### config.mk
export PLATFORM = sky130hd
export DESIGN_NAME = smie_alu
export DESIGN_NICKNAME = d
export VERILOG_FILES = /design/src/hw/rtl/smie_pkg.sv /design/src/hw/rtl/smie_alu.sv
export SDC_FILE = /design/constraint.sdc
export NUM_CORES = 1
export LEC_CHECK = 0
export BUFFER_PORTS_ARGS = -buffer_cell sky130_fd_sc_hd__buf_2
export CAP_MARGIN = 20
export CORE_MARGIN = 2
export CORE_UTILIZATION = 50
export DETAILED_ROUTE_END_ITERATION = 12
export PLACE_DENSITY = 0.71
export SETUP_SLACK_MARGIN = 0.4
export SYNTH_ARGS = -nofsm -noshare
export SYNTH_HDL_FRONTEND = slang
export SYNTH_SLANG_ARGS = --single-unit
export TNS_END_PERCENT = 30
### constraint.sdc
create_clock -name vclk -period 8.27
set_clock_uncertainty 0.05 [all_clocks]
set_input_delay 0.4135 -clock vclk [all_inputs]
set_output_delay 0.4135 -clock vclk [all_outputs]
set_load 0.01 [all_outputs]
### src/hw/rtl/smie_pkg.sv
// smie_pkg: opcodes, status codes, state types and request struct for the
// stack machine integer executor. No dependencies.
`timescale 1ns / 1ps

package smie_pkg;

    typedef enum logic [5:0] {
        OP_ADD     = 6'd0,
        OP_SUB     = 6'd1,
        OP_MUL     = 6'd2,
        OP_DIV     = 6'd3,
        OP_AND     = 6'd4,
        OP_OR      = 6'd5,
        OP_XOR     = 6'd6,
        OP_MOD     = 6'd7,
        OP_EQ      = 6'd8,
        OP_NE      = 6'd9,
        OP_GT      = 6'd10,
        OP_GE      = 6'd11,
        OP_LT      = 6'd12,
        OP_LE      = 6'd13,
        OP_INC     = 6'd14,
        OP_DEC     = 6'd15,
        OP_NEG     = 6'd16,
        OP_LOAD    = 6'd17,
        OP_LOADCP  = 6'd18,
        OP_STORE   = 6'd19,
        OP_STORECP = 6'd20,
        OP_CLRL    = 6'd21,
        OP_CLRE    = 6'd22,
        OP_POP     = 6'd23,
        OP_PUSH    = 6'd24,
        OP_DUP     = 6'd25,
        OP_SWAP    = 6'd26,
        OP_BR      = 6'd27,
        OP_BRIF    = 6'd28,
        OP_NOP     = 6'd29,
        OP_PRINTI  = 6'd30,
        OP_PRINTC  = 6'd31,
        OP_HALT    = 6'd32
    } op_t;

    typedef enum logic [1:0] {
        ST_OK    = 2'd0,
        ST_UNDER = 2'd1,
        ST_OVER  = 2'd2,
        ST_ZDIV  = 2'd3
    } status_t;

    typedef enum logic [2:0] {
        S_IDLE,
        S_DEC,
        S_RD1,
        S_RD2,
        S_EXEC,
        S_WAIT,
        S_WR2,
        S_DONE
    } sm_state_t;

    typedef enum logic [1:0] {
        M_IDLE,
        M_RUN,
        M_FIN
    } md_state_t;

    typedef enum logic [1:0] {
        MD_MUL,
        MD_SDIV,
        MD_UMOD
    } md_kind_t;

    typedef struct packed {
        logic     start;
        md_kind_t kind;
    } md_req_t;

endpackage

### src/hw/rtl/smie_alu.sv
// smie_alu: combinational add/sub/logic/compare/inc/dec/neg unit.
// Depends on smie_pkg.
`timescale 1ns / 1ps

module smie_alu (
    input  smie_pkg::op_t op,
    input  logic [63:0]   a,      // second entry
    input  logic [63:0]   b,      // top entry
    output logic [63:0]   result
);
    import smie_pkg::*;

    logic lt_s;
    logic eq;

    assign lt_s = $signed(a) < $signed(b);
    assign eq   = (a == b);

    // unary ops work on the top entry
    always_comb
    begin
        result = 64'd0;
        case (op)
            OP_ADD: result = a + b;
            OP_SUB: result = a - b;
            OP_AND: result = a & b;
            OP_OR:  result = a | b;
            OP_XOR: result = a ^ b;
            OP_EQ:  result = {63'd0, eq};
            OP_NE:  result = {63'd0, !eq};
            OP_GT:  result = {63'd0, !lt_s && !eq};
            OP_GE:  result = {63'd0, !lt_s};
            OP_LT:  result = {63'd0, lt_s};
            OP_LE:  result = {63'd0, lt_s || eq};
            OP_INC: result = b + 64'd1;
            OP_DEC: result = b - 64'd1;
            OP_NEG: result = 64'd0 - b;
            default: result = 64'd0;
        endcase
    end

endmodule

==> flow_summary.json <==
{
  "grt_overflow_total": 0,
  "tns_ns": 0,
  "fillCellCount": 3061,
  "drt_iter0_drc": 2206,
  "num_antenna_cells": 0,
  "firstDrtPassIters": 8,
  "final_cell_mix": "a21oi_1 (295), ha_1 (257), inv_1 (209)",
  "cts_setup_buffers": 0,
  "grt_use_total_pct": 40.59,
  "cp_data_arrival_time_ns": 6.44,
  "portBuffers": 198,
  "max_freq_mhz": 145.0,
  "hold_buffers": 0,
  "post_drt_wl_per_cell_um": 23.71,
  "ys_warn_count": 0,
  "rsz0062_at_grt": "no",
  "chipHeight_um": 177.2,
  "drcViolationCount": 0,
  "p_leak_nw": 7.209,
  "coreArea_um2": 29560,
  "nClkBuffers": 0,
  "layout.nets": 2802,
  "ys_seq_area_share_pct": 0,
  "worst-setup-path-type": "in -> out",
  "setup_viol": 0,
  "flops_and_latches": 0,
  "syn_avg_cell_area_um2": 6.500,
  "layout_commonest_cell": "a21oi_1",
  "syn_area_um2": 15000,
  "yosys.cell_types.count": 85,
  "crit_path_start_kind": "input port",
  "initial_core_util_pct": 50.73,
  "power_mw": 1.055,
  "regArea_um2": 0,
  "fin_crit_sh_pct": 83.42,
  "dp_hpwl_mm": 52.02,
  "end_kind": "primary output",
  "required_ns": 7.81,
  "grt_max_degree": 73,
  "drv_slew": 0,
  "die_w_um": 177.2,
  "slowest_delay_ns": 0.63,
  "grt_first_pass_wirelength_mm": 100.4,
  "antenna_found_initial": 0,
  "ioPinCount": 198,
  "vdd_drop_max_uv": 30.71,
  "crit_chain": "buf_2 -> or4_1 -> or4_1 -> nor2_1 -> nand3_1 -> nor3_1 -> nand2_1 -> nor3_1 -> nand3_1 -> xnor2_1 -> a21oi_1 -> ha_1 -> a21oi_1 -> o21bai_1 -> a21oi_1 -> o221ai_1 -> a31oi_1 -> o21ai_0 -> nand3_1 -> mux2_2 -> o211ai_1 -> buf_2",
  "synthCells": 2307,
  "place_congestion": 1.068,
  "syn2layout_area_growth_pct": 8.060,
  "vias": 18850,
  "holdWs_ns": 1.317,
  "drive_above_1_share_pct": 11.05,
  "dieArea_um2": 31390,
  "worstPathMaxFanout": 7,
  "finalHoldViolCount": 0,
  "ctsResizeCount": 0,
  "slew_headroom_pct": 21.02,
  "viasPerCell": 6.738,
  "synth_nets": 2700,
  "outcome": "completed",
  "drv_cap": 0,
  "routed_wl_mm": 66.31,
  "ant_nets": 0,
  "powerDensity_nw_per_um2": 65.08,
  "tightest_slew_ns": 1.185,
  "critical_path.slowest_cell": "or4_1",
  "rows": 63,
  "fin_crit_ns": 6.899,
  "grt_pass1_vias": 17310,
  "min_path_type": "in -> out"
}
## per-stage QoR
step	cell area (um^2)	utilization (%)	setup slack [ns]	std cells
detailed placement	16200	54.80	1.584	2796
finish	16200	54.82	1.371	2797
CTS	16200	54.80	1.542	2796
global route	16200	54.82	1.176	2797
global placement	16200	54.80	1.699	2796
floorplan	15000	-	2.949	2307
## power by group
part	internal [mW]	leakage [nW]	switching, mW	total, mW
Sequential	0	0	0	0
Clock	0	0	0	0
Combinational	0.362	7.21	0.692	1.05
## kinds of logic (layout without fill, tap and decap cells)
group | after synthesis | count (layout) | synth area share (%)
AND/OR/NAND/NOR | 728 | 728 | 24.59
AO/OA/AOI/OAI | 787 | 787 | 33.31
buffers and inverters | 329 | 429 | 8.319
XOR/XNOR | 189 | 189 | 11.04
multiplexers | 15 | 15 | 1.035
adder cells (fa/ha/maj) | 259 | 259 | 21.71
## Yosys cell counts (7+ instances only)
cell type  number  area (um^2)
a2111oi_0       7        61.31
a211oi_1       21        157.7
a21boi_0        7        52.55
a21o_1         35        262.8
a21oi_1       295         1476
a221oi_1       24        210.2
a222oi_1       28        280.3
a31oi_1        21        131.4
and3_1         24        150.1
buf_1           9        33.78
clkbuf_1      105        394.1
ha_1          257         3216
inv_1         209        784.5
mux2i_1        11        110.1
nand2_1       160        600.6
nand2b_1       15        93.84
nand3_1        48        240.2
nand3b_1        7        52.55
nand4_1        42        262.8
nor2_1        196        735.7
nor2b_1        16        100.1
nor3_1         92        460.4
nor4_1         53        331.6
o211ai_1       23        172.7
o21a_1         18        135.1
o21ai_0       148        740.7
o21bai_1       33        247.7
o221ai_1       32        280.3
o22ai_1        16        100.1
o31ai_1        24        180.2
or2_2           7        43.79
or3_1          25        156.4
xnor2_1       162         1419
xor2_1         27        236.5
## cell type report
cell class                      count  area [um^2]  share of cell area, %
Inverter                          210        788.3                  4.864
Multi-Input combinational cell   1978        13780                  85.04
Tap cell                          390        488.0                  3.011
Timing Repair Buffer              219         1149                  7.088
## routing by layer
| metal | vias up | track usage, % | routed length, um |
|---|---|---|---|
| met5 | - | 1.282 | 48 |
| met4 | 2 | 15.63 | 2992 |
| met3 | 225 | 7.109 | 7604 |
| met2 | 1198 | 63.88 | 28390 |
| met1 | 8770 | 54.71 | 27280 |
| li1 | 8650 | - | - |
## final timing paths
path / startpoint / end / slack, ns / cells past startpoint
min: b[13] / result[13] / 1.32 / 5
max: a[2] / result[62] / 1.37 / 22
## worst max-delay path, delay by kind of cell
family / cells / cell delay (ns)
and+or+nand+nor: 9 / 3.21
AOI/OAI and AO/OA: 8 / 1.51
adders and majority gates: 1 / 0.43
buffers and inverters: 2 / 0.36
muxes: 1 / 0.34
xor gates and xnor gates: 1 / 0.17
No activity file was read; power rests on OpenSTA's default activity.
